===== src/merge_sort_engine_defines.svh =====
`ifndef MERGE_SORT_ENGINE_DEFINES_SVH
`define MERGE_SORT_ENGINE_DEFINES_SVH

// Concurrent checks used by the sort engine sequencer.
// The condition on the right must hold in the same cycle as the one on the left.
`define MSE_ASSERT_IMPLY(label, clk, rst_n, ante, cons, msg) \
	label: assert property (@(posedge clk) disable iff (!rst_n) (ante) |-> (cons)) \
		else $error(msg);

// The condition on the right must hold in the cycle after the one on the left.
`define MSE_ASSERT_NEXT(label, clk, rst_n, ante, cons, msg) \
	label: assert property (@(posedge clk) disable iff (!rst_n) (ante) |=> (cons)) \
		else $error(msg);

`endif


===== src/mse_ram.sv =====
`timescale 1ns / 1ps
`default_nettype none

module mse_ram #(
	parameter int WIDTH     = 32,
	parameter int ADDR_BITS = 6
) (
	input  wire logic                 clk,
	input  wire logic                 wr_en,
	input  wire logic [ADDR_BITS-1:0] wr_addr,
	input  wire logic [WIDTH-1:0]     wr_data,
	input  wire logic [ADDR_BITS-1:0] rd0_addr,
	input  wire logic [ADDR_BITS-1:0] rd1_addr,
	output logic      [WIDTH-1:0]     rd0_data,
	output logic      [WIDTH-1:0]     rd1_data
);

	localparam int DEPTH = 1 << ADDR_BITS;

	logic [WIDTH-1:0] mem [DEPTH];

	always_ff @(posedge clk) begin
		if (wr_en) begin
			mem[wr_addr] <= wr_data;
		end
	end

	always_ff @(posedge clk) begin
		rd0_data <= mem[rd0_addr];
		rd1_data <= mem[rd1_addr];
	end

endmodule

`default_nettype wire


===== config.mk =====
export PLATFORM = sky130hd
export DESIGN_NAME = mse_ram
export DESIGN_NICKNAME = d
export VERILOG_FILES = /design/src/merge_sort_engine_defines.svh /design/src/mse_ram.sv
export SDC_FILE = /design/constraint.sdc
export NUM_CORES = 2
export LEC_CHECK = 0
export BUFFER_PORTS_ARGS = -buffer_cell sky130_fd_sc_hd__buf_4
export CAP_MARGIN = 30
export CORE_MARGIN = 3
export CORE_UTILIZATION = 55
export DETAILED_ROUTE_END_ITERATION = 12
export PLACE_DENSITY = 0.71
export SLEW_MARGIN = 25
export SYNTH_ARGS = -nofsm -noshare
export SYNTH_HDL_FRONTEND = slang
export SYNTH_SLANG_ARGS = --single-unit

===== constraint.sdc =====
create_clock -name clk -period 4.1 [get_ports clk]
set_clock_uncertainty 0.05 [all_clocks]
set_input_delay 0.615 -clock clk [delete_from_list [all_inputs] [get_ports clk]]
set_output_delay 0.615 -clock clk [all_outputs]
set_load 0.1 [all_outputs]

==> impl_metrics.toml <==
[run_status]
result_of_the_run = "completed"

[sta]
fmaxAchievable_mhz = 322
final_hold_viol_count = 0
layout_worst_path_cycle_share = 0.757
final_critical_path_setup_slack_ns = 0.995
worst_pin_slew_ns = 1.10
totalNegativeSetupSlack_ns = 0
final.min_clock_period_ns = 3.10
slew_violations = 0
rsz0062_at_grt = "no"
slew-limit-headroom = 0.269
setup_viol_count_final = 0

[route]
drtPass1Iterations = 6
post_drt_wl_per_cell_microns = 39.8
vias_per_cell = 7.39
detail-route-antenna-nets = 0
drt_first_iter_violations = 8044
remaining_design_rule_violation_count = 0
totalWireLength_microns = 284000
via_count = 52700

[yosys]
netlist-cell-type-count = 38
synth.avg_cell_area_sq_um = 21.7
synth-seq-area-share = 0.656
synth_area_sq_mm = 0.0957
postSynthRegisterBits = 2112
yosysWarningCount = 0
gate_count_after_technology_mapping = 4412
synth.net_count = 4464

[hold_path]
min_path_cells = 3
worst_hold_path_type = "in2reg"
min_from = "rd0_addr[5]"
destination_of_the_worst_hold_path = "rd0_data[25]"

[pwr]
worst_ir_drop_vdd_v = 0.000424
internal_power_mw = 36.6
power_mw = 47.7
switching_share = 0.233
power_density_mw_per_mm2 = 442
sequentialPowerShare = 0.504
netSwitchingPower_mw = 11.1
share_clk_of_total_power = 0.400
leakage_nw = 34.0
p_comb_frac = 0.096

[global_route]
grt_first_pass_wirelength_microns = 402000
grt_pass1_vias = 52900
number_of_antenna_violations_at_the_first_check_in_global_routing = 20
track_usage = 0.321
gr-total-overflow = 0
grt_max_degree = 87

[clock_network]
cts_post_setup_buffers_inserted = 0
clock_sinks = 2112
clk_pin_slew_worst_paths_ns = 0.06
clock_latency_ns = 0.85
cts.hold.buffers_added = 0
cts_buffers = 208
cts_repair_resize_count = 0
htree_num_levels = 4
cts_tree = "done"
cts_root_buf = "clkbuf_16"
cts_buffer_depth = 3

[final_layout]
finish.net_count = 4689
drive_gt1_frac = 0.396
post_layout_nonfiller_instances = 7132
layout-area-overhead-vs-synth_pct = 12.8
nFillCells = 11600

[setup_path]
timing_worst_setup_path_type = "in2reg"
crit-reg2reg-capture = "rd0_data[17]"
r2r_cells = 5
reg2reg_slack_ns = 1.41
critPathMaxFanout = 23
arrival_time_of_data_at_the_critical_path_endpoint_ns = 3.71
worst_ep_required_time_ns = 4.71
timing.critical_path.from_type = "input port"
cp-startpoint = "rd1_addr[0]"
worstReg2RegStart = "mem[63][17]"
critPathCaptureType = "register"

[run]
max_cap_violations = 0

[floorplanning]
initial_core_util = 0.555
rows = 152
die_x_microns = 423
floorplan.die_area_sq_mm = 0.179
core_area_sq_mm = 0.172
chipHeight_microns = 423
boundaryPins = 116

[placed_design]
placed_cells_incl_taps = 6734
dp_worst_setup_slack_ns = 0.246
place.port_buffers = 115
place.detailed.hpwl_microns = 162000
gpl.final_weighted_congestion = 0.834
==> through the flow <==
stage	instance area (sq um)	hold slack (ns)	util
CTS	108000	0.177	0.626
detailed placement	101000	0.844	0.587
global route	108000	0.229	0.626
floorplan	95700	0.664	-
finish	108000	0.235	0.626
global placement	101000	0.840	0.587
==> power by group through the flow <==
stage                     clock network (mW)  logic (mW)  registers [mW]
final                                   19.1        4.58            24.1
after global routing                    20.2        4.76            24.1
after CTS                               19.3        4.54            24.1
after detailed placement                   0        4.53            24.5
after global placement                     0        4.51            24.5
after floorplan                            0        2.29            25.1
==> critical path: stages <==
cell,delay (ns)
buf_8,0.25
buf_4,0.44
buf_4,0.37
mux4_2,0.56
mux4_2,0.52
o22ai_1,0.72
a21oi_1,0.17
==> state kept, by name, summed over array words and instances, names as in the netlist <==
signal    flops
rd1_data     32
rd0_data     32
mem        2048
==> worst max-delay path by stage <==
stage          slack, ns  cells past startpoint            to
2_1_floorplan       0.24                      4    mem[48][0]
3_3_place_gp        0.25                      7  rd1_data[11]
3_5_place_dp        0.25                      7  rd1_data[11]
4_1_cts             1.15                      7  rd1_data[11]
5_1_grt             0.91                      7  rd1_data[13]
6_report             1.0                      7  rd1_data[11]
==> layer usage <==
metal  track usage  part of all wire  up-vias
li1              -                 -    20000
met5             0           0.00030        -
met2         0.486              0.47     3991
met4         0.120             0.042       12
met1         0.455              0.36    28100
met3        0.0880              0.14      649
==> layout by cell type (no fill, tap or decap), drive strengths merged, types with 16 or more instances in the layout <==
| cell type | count |
|---|---|
| a21oi | 58 |
| a22oi | 85 |
| buf | 359 |
| bufinv | 18 |
| clkbuf | 290 |
| clkinv | 74 |
| dfxtp | 64 |
| edfxtp | 2048 |
| mux2 | 36 |
| mux2i | 204 |
| mux4 | 1124 |
| nand2 | 93 |
| nor2 | 94 |
| nor2b | 19 |
| o211ai | 27 |
| o21ai | 49 |
| o221ai | 16 |
| o22ai | 56 |
==> cell usage after synthesis <==
cell | n | area share
nand4b_1 | 1 | 0.000092
a21oi_1 | 58 | 0.0030
o41ai_1 | 1 | 0.000092
o21ai_0 | 18 | 0.00094
nand3_1 | 9 | 0.00047
or3_1 | 2 | 0.00013
a211oi_1 | 15 | 0.0012
nor3_1 | 3 | 0.00016
nor2_1 | 94 | 0.0037
o211ai_1 | 27 | 0.0021
nand2b_1 | 8 | 0.00052
clkbuf_1 | 135 | 0.0053
dfxtp_1 | 64 | 0.013
nand2_1 | 93 | 0.0036
o32a_1 | 9 | 0.00094
nand3b_1 | 6 | 0.00047
buf_2 | 121 | 0.0063
buf_4 | 55 | 0.0043
mux2i_1 | 204 | 0.021
o21ai_1 | 31 | 0.0016
a221oi_1 | 13 | 0.0012
or3b_2 | 2 | 0.00018
and2_1 | 6 | 0.00039
buf_6 | 11 | 0.0013
a32oi_1 | 9 | 0.00082
o221ai_1 | 16 | 0.0015
mux4_2 | 1124 | 0.26
or2_2 | 3 | 0.00020
buf_1 | 25 | 0.00098
a21boi_1 | 1 | 0.000079
o211a_1 | 1 | 0.00010
a22oi_1 | 85 | 0.0067
mux2_2 | 36 | 0.0042
edfxtp_1 | 2048 | 0.64
o22ai_1 | 56 | 0.0037
nand4_1 | 2 | 0.00013
nor2b_1 | 19 | 0.0012
inv_2 | 1 | 0.000039
==> kinds of logic after synthesis <==
group,synth area share
DFF,0.656
muxes,0.290
buffers and inverters,0.0183
AOI/OAI and AO/OA,0.0239
and+or+nand+nor,0.0113
==> area by class of cell <==
cell class	instances	area [sq um]	area share
antenna	8	20.0	0.000186
clock buffer	287	5840	0.0541
clock inverter	100	952	0.00882
inverter	1	3.75	0.0000348
multi-input combinational	1952	31700	0.293
sequential	2112	62800	0.582
tap	2310	2890	0.0268
timing repair buffer	362	3770	0.0349
Power figures use the tool's default switching activity.
