**src/merge_sort_engine_defines.svh**
```systemverilog
`ifndef MERGE_SORT_ENGINE_DEFINES_SVH
`define MERGE_SORT_ENGINE_DEFINES_SVH

// Concurrent checks used by the sort engine sequencer.
// The condition on the right must hold in the same cycle as the one on the left.
`define MSE_ASSERT_IMPLY(label, clk, rst_n, ante, cons, msg) \
	label: assert property (@(posedge clk) disable iff (!rst_n) (ante) |-> (cons)) \
		else $error(msg);

// The condition on the right must hold in the cycle after the one on the left.
`define MSE_ASSERT_NEXT(label, clk, rst_n, ante, cons, msg) \
	label: assert property (@(posedge clk) disable iff (!rst_n) (ante) |=> (cons)) \
		else $error(msg);

`endif

```
**src/mse_pkg.sv**
```systemverilog
`timescale 1ns / 1ps
`default_nettype none

package mse_pkg;

	localparam int MAX_ITEMS_DEF  = 64;
	localparam int VALUE_BITS_DEF = 32;
	localparam int PORT_BITS      = 32;

	typedef struct packed {
		logic signed [PORT_BITS-1:0] item_value;
		logic                        item_last;
	} mse_item_t;

	typedef struct packed {
		logic signed [PORT_BITS-1:0] sorted_value;
		logic                        sorted_last;
		logic                        items_dropped;
	} mse_result_t;

	// Status that travels with each result transaction.
	typedef struct packed {
		logic valid;
		logic last;
		logic dropped;
	} mse_flags_t;

endpackage

`default_nettype wire

```
**src/mse_seq.sv**
```systemverilog
`timescale 1ns / 1ps
`default_nettype none
`include "merge_sort_engine_defines.svh"

module mse_seq import mse_pkg::*; #(
	parameter int MAX_ITEMS  = MAX_ITEMS_DEF,
	parameter int VALUE_BITS = VALUE_BITS_DEF,
	parameter int AW         = $clog2(MAX_ITEMS)
) (
	input  wire logic                  clk,
	input  wire logic                  arst_n,
	input  wire logic                  start,
	input  wire logic                  last,
	input  wire logic [VALUE_BITS-1:0] load_value,
	output logic                       busy,
	output logic      [AW-1:0]         rd0_addr,
	output logic      [AW-1:0]         rd1_addr,
	output logic                       rd_b,
	input  wire logic [VALUE_BITS-1:0] rd0_data,
	input  wire logic [VALUE_BITS-1:0] rd1_data,
	output logic                       wr_en,
	output logic                       wr_b,
	output logic      [AW-1:0]         wr_addr,
	output logic      [VALUE_BITS-1:0] wr_data,
	output mse_flags_t                 flags
);

	localparam int CW = $clog2(MAX_ITEMS + 1);
	localparam int PW = CW + 2;

	typedef enum logic [1:0] {
		S_IDLE,
		S_PRIME,
		S_MERGE,
		S_OUT
	} state_t;

	state_t                  state_q;
	logic [CW-1:0]           count_q;
	logic                    ovf_q;
	logic [PW-1:0]           w_q;
	logic [PW-1:0]           lo_q;
	logic [CW-1:0]           mid_q;
	logic [CW-1:0]           hi_q;
	logic [CW-1:0]           i_q;
	logic [CW-1:0]           j_q;
	logic [CW-1:0]           k_q;
	logic                    src_b_q;
	logic                    took_a_q;
	logic                    took_b_q;
	logic [VALUE_BITS-1:0]   hold_a_q;
	logic [VALUE_BITS-1:0]   hold_b_q;
	mse_flags_t              flags_q;

	logic                    accept;
	logic                    room;
	logic [CW-1:0]           n_c;
	logic [VALUE_BITS-1:0]   head_a;
	logic [VALUE_BITS-1:0]   head_b;
	logic                    avail_a;
	logic                    avail_b;
	logic                    take_a;
	logic [CW-1:0]           i_inc;
	logic [CW-1:0]           j_inc;
	logic [CW-1:0]           k_inc;
	logic                    grp_end;
	logic [PW-1:0]           lo_next;
	logic [PW-1:0]           w_next;
	logic                    more_groups;
	logic [PW-1:0]           grp_lo;
	logic [PW-1:0]           grp_w;
	logic [PW-1:0]           sum_m;
	logic [PW-1:0]           sum_h;
	logic [CW-1:0]           grp_mid;
	logic [CW-1:0]           grp_hi;

	assign accept  = start && !busy;
	assign room    = count_q < CW'(MAX_ITEMS);
	assign n_c     = (state_q == S_IDLE && room) ? count_q + CW'(1) : count_q;
	assign busy    = (state_q != S_IDLE) || flags_q.valid;
	assign flags   = flags_q;
	assign rd_b    = src_b_q;

	// A head whose successor was fetched last cycle comes straight from the RAM output.
	assign head_a  = took_a_q ? rd0_data : hold_a_q;
	assign head_b  = took_b_q ? rd1_data : hold_b_q;
	assign avail_a = i_q < mid_q;
	assign avail_b = j_q < hi_q;
	assign take_a  = avail_a && (!avail_b || $signed(head_a) <= $signed(head_b));

	assign i_inc   = i_q + CW'(1);
	assign j_inc   = j_q + CW'(1);
	assign k_inc   = k_q + CW'(1);
	assign grp_end = k_inc == hi_q;
	assign w_next  = w_q << 1;
	assign lo_next = lo_q + w_next;
	assign more_groups = lo_next < PW'(n_c);

	// Bounds of the run pair that starts next.
	always_comb begin
		grp_lo = '0;
		grp_w  = w_q;
		unique case (state_q)
			S_IDLE: begin
				grp_w = PW'(1);
			end
			S_MERGE: begin
				if (more_groups) begin
					grp_lo = lo_next;
				end else begin
					grp_w = w_next;
				end
			end
			default: begin
				grp_w = w_q;
			end
		endcase
		sum_m   = grp_lo + grp_w;
		sum_h   = grp_lo + (grp_w << 1);
		grp_mid = (sum_m > PW'(n_c)) ? n_c : sum_m[CW-1:0];
		grp_hi  = (sum_h > PW'(n_c)) ? n_c : sum_h[CW-1:0];
	end

	always_comb begin
		rd0_addr = '0;
		rd1_addr = '0;
		wr_en    = 1'b0;
		wr_b     = 1'b0;
		wr_addr  = count_q[AW-1:0];
		wr_data  = load_value;
		unique case (state_q)
			S_IDLE: begin
				wr_en = accept && room;
			end
			S_PRIME: begin
				rd0_addr = i_q[AW-1:0];
				rd1_addr = j_q[AW-1:0];
			end
			S_MERGE: begin
				rd0_addr = i_inc[AW-1:0];
				rd1_addr = j_inc[AW-1:0];
				wr_en    = 1'b1;
				wr_b     = !src_b_q;
				wr_addr  = k_q[AW-1:0];
				wr_data  = take_a ? head_a : head_b;
			end
			S_OUT: begin
				rd0_addr = k_q[AW-1:0];
			end
			default: begin
				wr_en = 1'b0;
			end
		endcase
	end

	always_ff @(posedge clk or negedge arst_n) begin
		if (!arst_n) begin
			state_q  <= S_IDLE;
			count_q  <= '0;
			ovf_q    <= 1'b0;
			w_q      <= PW'(1);
			lo_q     <= '0;
			mid_q    <= '0;
			hi_q     <= '0;
			i_q      <= '0;
			j_q      <= '0;
			k_q      <= '0;
			src_b_q  <= 1'b0;
			took_a_q <= 1'b0;
			took_b_q <= 1'b0;
			hold_a_q <= '0;
			hold_b_q <= '0;
			flags_q  <= '0;
		end else begin
			flags_q.valid <= 1'b0;
			unique case (state_q)
				S_IDLE: begin
					if (accept) begin
						if (room) begin
							count_q <= n_c;
						end else begin
							ovf_q <= 1'b1;
						end
						if (last) begin
							w_q     <= PW'(1);
							src_b_q <= 1'b0;
							k_q     <= '0;
							if (n_c <= CW'(1)) begin
								state_q <= S_OUT;
							end else begin
								lo_q    <= '0;
								i_q     <= '0;
								j_q     <= grp_mid;
								mid_q   <= grp_mid;
								hi_q    <= grp_hi;
								state_q <= S_PRIME;
							end
						end
					end
				end
				S_PRIME: begin
					took_a_q <= 1'b1;
					took_b_q <= 1'b1;
					state_q  <= S_MERGE;
				end
				S_MERGE: begin
					hold_a_q <= head_a;
					hold_b_q <= head_b;
					took_a_q <= take_a;
					took_b_q <= !take_a;
					if (take_a) begin
						i_q <= i_inc;
					end else begin
						j_q <= j_inc;
					end
					k_q <= k_inc;
					if (grp_end) begin
						if (more_groups) begin
							lo_q    <= lo_next;
							i_q     <= grp_lo[CW-1:0];
							j_q     <= grp_mid;
							mid_q   <= grp_mid;
							hi_q    <= grp_hi;
							k_q     <= grp_lo[CW-1:0];
							state_q <= S_PRIME;
						end else begin
							src_b_q <= !src_b_q;
							w_q     <= w_next;
							k_q     <= '0;
							if (w_next >= PW'(n_c)) begin
								state_q <= S_OUT;
							end else begin
								lo_q    <= '0;
								i_q     <= '0;
								j_q     <= grp_mid;
								mid_q   <= grp_mid;
								hi_q    <= grp_hi;
								state_q <= S_PRIME;
							end
						end
					end
				end
				S_OUT: begin
					flags_q.valid   <= 1'b1;
					flags_q.last    <= k_inc == count_q;
					flags_q.dropped <= ovf_q;
					k_q             <= k_inc;
					if (k_inc == count_q) begin
						count_q <= '0;
						ovf_q   <= 1'b0;
						w_q     <= PW'(1);
						state_q <= S_IDLE;
					end
				end
				default: begin
					state_q <= S_IDLE;
				end
			endcase
		end
	end

	`MSE_ASSERT_IMPLY(a_merge_count, clk, arst_n, state_q == S_MERGE, ({1'b0, k_q} + {1'b0, mid_q}) == ({1'b0, i_q} + {1'b0, j_q}), "merge output index out of step with run pointers")
	`MSE_ASSERT_IMPLY(a_merge_bounds, clk, arst_n, state_q == S_MERGE, k_q < hi_q && i_q <= mid_q && j_q <= hi_q, "merge pointer beyond its run")
	`MSE_ASSERT_IMPLY(a_last_clears, clk, arst_n, flags_q.valid && flags_q.last, state_q == S_IDLE && count_q == '0 && !ovf_q, "set state not cleared at final result")
	`MSE_ASSERT_NEXT(a_prime_merge, clk, arst_n, state_q == S_PRIME, state_q == S_MERGE && took_a_q && took_b_q, "run heads not fetched before merge")

endmodule

`default_nettype wire

```
**config.mk**
```make
export PLATFORM = sky130hd
export DESIGN_NAME = mse_seq
export DESIGN_NICKNAME = d
export VERILOG_FILES = /design/src/mse_pkg.sv /design/src/mse_seq.sv
export VERILOG_INCLUDE_DIRS = /design/src /design/src/src
export SDC_FILE = /design/constraint.sdc
export NUM_CORES = 1
export LEC_CHECK = 0
export ABC_AREA = 1
export BUFFER_PORTS_ARGS = -buffer_cell sky130_fd_sc_hd__buf_2
export CAP_MARGIN = 20
export CORE_MARGIN = 2
export CORE_UTILIZATION = 30
export CTS_BUF_LIST = sky130_fd_sc_hd__clkbuf_4 sky130_fd_sc_hd__clkbuf_8
export DETAILED_ROUTE_END_ITERATION = 10
export PLACE_DENSITY_LB_ADDON = 0.12
export SLEW_MARGIN = 30
export SYNTH_ARGS = -nofsm -noshare
export SYNTH_HDL_FRONTEND = slang
export SYNTH_SLANG_ARGS = --single-unit
```
**constraint.sdc**
```tcl
create_clock -name clk -period 5.2 [get_ports clk]
set_input_delay 0.52 -clock clk [delete_from_list [all_inputs] [get_ports clk]]
set_output_delay 0.52 -clock clk [all_outputs]
set_load 0.005 [all_outputs]
```
==> reports/metrics.csv <==
metric;value;unit
yosysSeqAreaShare;0.3110;
routabilityCongestion;0.9003;
final_cell_mix;nand2_1, o21ai_0, inv_1;
layoutNonFillerInstCount;2229;
critPathLaunchType;register;
async_reset_ff_frac;1.000;
critPathMaxStageDelay;0.39;ns
fin_crit;5.235;ns
yosys.area.top_type_share;0.3086;
vdd_drop_max;0.1571;mV
p_leak;7.097;nW
die_y;192.9;um
fp.dieArea;0.03721;mm2
synth_edf_count;0;
dieWidth;192.9;um
syn_to_final_growth;28.27;%
wl;38.56;mm
finalSetupTns;-0.07394;ns
arrival;5.64;ns
regArea;0.003332;mm2
required;5.60;ns
finalHoldViolCount;0;
dp_cells;2167;
fin_ws;-0.03517;ns
fillCellCount;3806;
grt_max_degree;85;
route.detailed.wl_per_inst;17.30;um
synth_largest_area_cell;dfrtp_1;
critPathMaxFanout;7;
via_per_inst;4.897;
first_global_vias;10650;
power_density;152.7;mW/mm2
final_nets;1959;
vias;10920;
drtAntennaViolNets;0;
insertedDiodeCount;0;
cpMaxStageDelayCell;dfrtp_1;
path_class;reg2reg;
rrSetupSlack;-0.04;ns
synth_seq_cells;133;
maxSlewHeadroom;0.4230;
finalCritPeriodShare;1.007;
grt_pass1_wl;59.46;mm
cap_violations;0;
grt-ovfl-total;0;
cts_buffers;17;
status;finished, violations left;
rsz0062_at_grt;true;
floorplan.initialDensity;0.3024;
end_kind;register;
tightest_slew;0.8655;ns
hold_slack;0.4057;ns
violations;negative setup slack;
path_buf_inv;4;
clock_latency;0.49;ns
clk_path_buf_depth;2;
synth_cell_types;50;
cts_htree_levels;4;
avgSynthCellArea;7.090;um2
synth_area_leaders;dfrtp_1, nand2_1, ha_1;
max_freq;191.0;MHz
initialDrtViolationCount;554;
layout-drive-gt1-share;0.2421;
row_count;69;
io_pins;157;
slew_violations;0;
synth_flop_cell;dfrtp_1;
clock_skew;0.01967;ns
cts_tree;built;
synth_cells;1510;
dp.final_hpwl;29.26;mm
cts_root_buf;clkbuf_8;
crit_top_cell;nand2_1;
clkTransAtPathRegs;0.09;ns
setup_viol;3;
drc_errors;0;
antenna_found_initial;1;
coreArea;0.03540;mm2
dpl_cell_area;0.01260;mm2
final_common_cell;nand2_1;
multi_input_area;0.006990;mm2
portBuffers;156;
clkSinkCount;133;
fin_area;0.01373;mm2
yosysWarnings;0;
hold_class;in2reg;
track_usage;0.2103;
synth_area;0.01071;mm2
first_pass_iters;7;
path_delay_family;simple AND/OR/NAND/NOR gates;
[where the power goes]
group	switching, W	internal [W]	leakage (nW)
registers	0	0.00103	1.30
clock network	0.000514	0.000390	0.185
logic	0.0000882	0.0000711	5.61
total	0.000603	0.00149	7.10
[logic make-up (layout without fill, tap and decap cells)]
group,after synthesis,after routing,share of synthesized area
AOI/OAI and AO/OA,334,334,0.1718
xor gates and xnor gates,34,34,0.02782
adders and majority gates,104,104,0.1237
buffers and inverters,235,492,0.08696
DFF,133,133,0.3110
muxes,32,32,0.02992
other,1,2,0.0003503
and+or+nand+nor,637,637,0.2485
[cells in the mapped netlist (2+ instances only)]
cell type / number
nor2_2: 2
nor3_1: 6
a21oi_1: 61
and2_1: 2
nand4_1: 14
nand2_2: 5
buf_4: 3
nand3b_1: 3
or2_2: 6
a21o_1: 3
inv_2: 3
inv_1: 173
a22oi_1: 2
o22ai_1: 13
dfrtp_1: 132
o211ai_1: 2
buf_2: 4
o21bai_1: 38
xor2_1: 26
ha_1: 101
buf_1: 2
o21ai_0: 194
nand2_1: 426
nor2_1: 57
clkbuf_1: 45
a31oi_1: 6
mux2i_1: 32
o21a_1: 4
o21ai_1: 5
buf_6: 2
fa_1: 3
nand3_1: 110
xnor2_1: 8
[state kept, by name, indices dropped and copies added, names as in the netlist]
signal / flops
hold_a_q: 32
hold_b_q: 32
lo_q: 9
w_q: 9
count_q: 7
hi_q: 7
i_q: 7
j_q: 7
k_q: 7
mid_q: 7
flags: 3
state_q: 2
ovf_q: 1
rd_b: 1
took_a_q: 1
took_b_q: 1
[what timing repair did]
item,CTS,global route
hold endpoints to repair,35,0
buffers inserted,23,6
pin swaps,10,56
gates resized for setup,42,80
gates cloned,0,0
hold buffers,1,0
setup endpoints to repair,21,21
[metal layers]
layer	vias up	GRT usage	wire (um)
met3	46	0.03401	1814
met5	-	0	13
met4	2	0.06818	1028
met2	264	0.3467	17470
met1	5123	0.2807	18240
li1	5481	-	-
[metrics by stage]
step | utilization | worst slack [ns] | power, W
final | 0.3879 | -0.03517 | 0.002097
after global routing | 0.3879 | -0.3697 | 0.002197
after CTS | 0.3768 | 0.002307 | 0.002130
after detailed placement | 0.3559 | -0.2281 | 0.001209
after global placement | 0.3559 | -0.2113 | 0.001209
after floorplan | - | 0.008549 | 0.001117
[tightest hold or removal path, delay by kind of cell]
kind / cells / cell delay (ns)
buffers and inverters: 1 / 0.07
muxes: 1 / 0.10
AOI/OAI and AO/OA: 1 / 0.15
[area by class of cell]
class                   count  share of cell area
clock buffers              17             0.01704
multi-input cells        1143              0.5091
flip-flops and latches    133              0.2426
well taps                 461             0.04200
inverters                 177             0.04957
repair buffers            283              0.1289
clock inverters            15             0.01075
[worst paths after layout]
check	from	end	cells after the start
setup / recovery	w_q[2]	mid_q[2]	34
hold / removal	rd1_data[5]	hold_b_q[5]	3
max in group asynchronous	arst_n	took_b_q	3
min in group asynchronous	arst_n	hold_b_q[23]	2
setup reg to reg	w_q[2]	mid_q[2]	34
hold reg to reg	hold_b_q[2]	hold_b_q[2]	2
(Power assumes the default switching activity.)
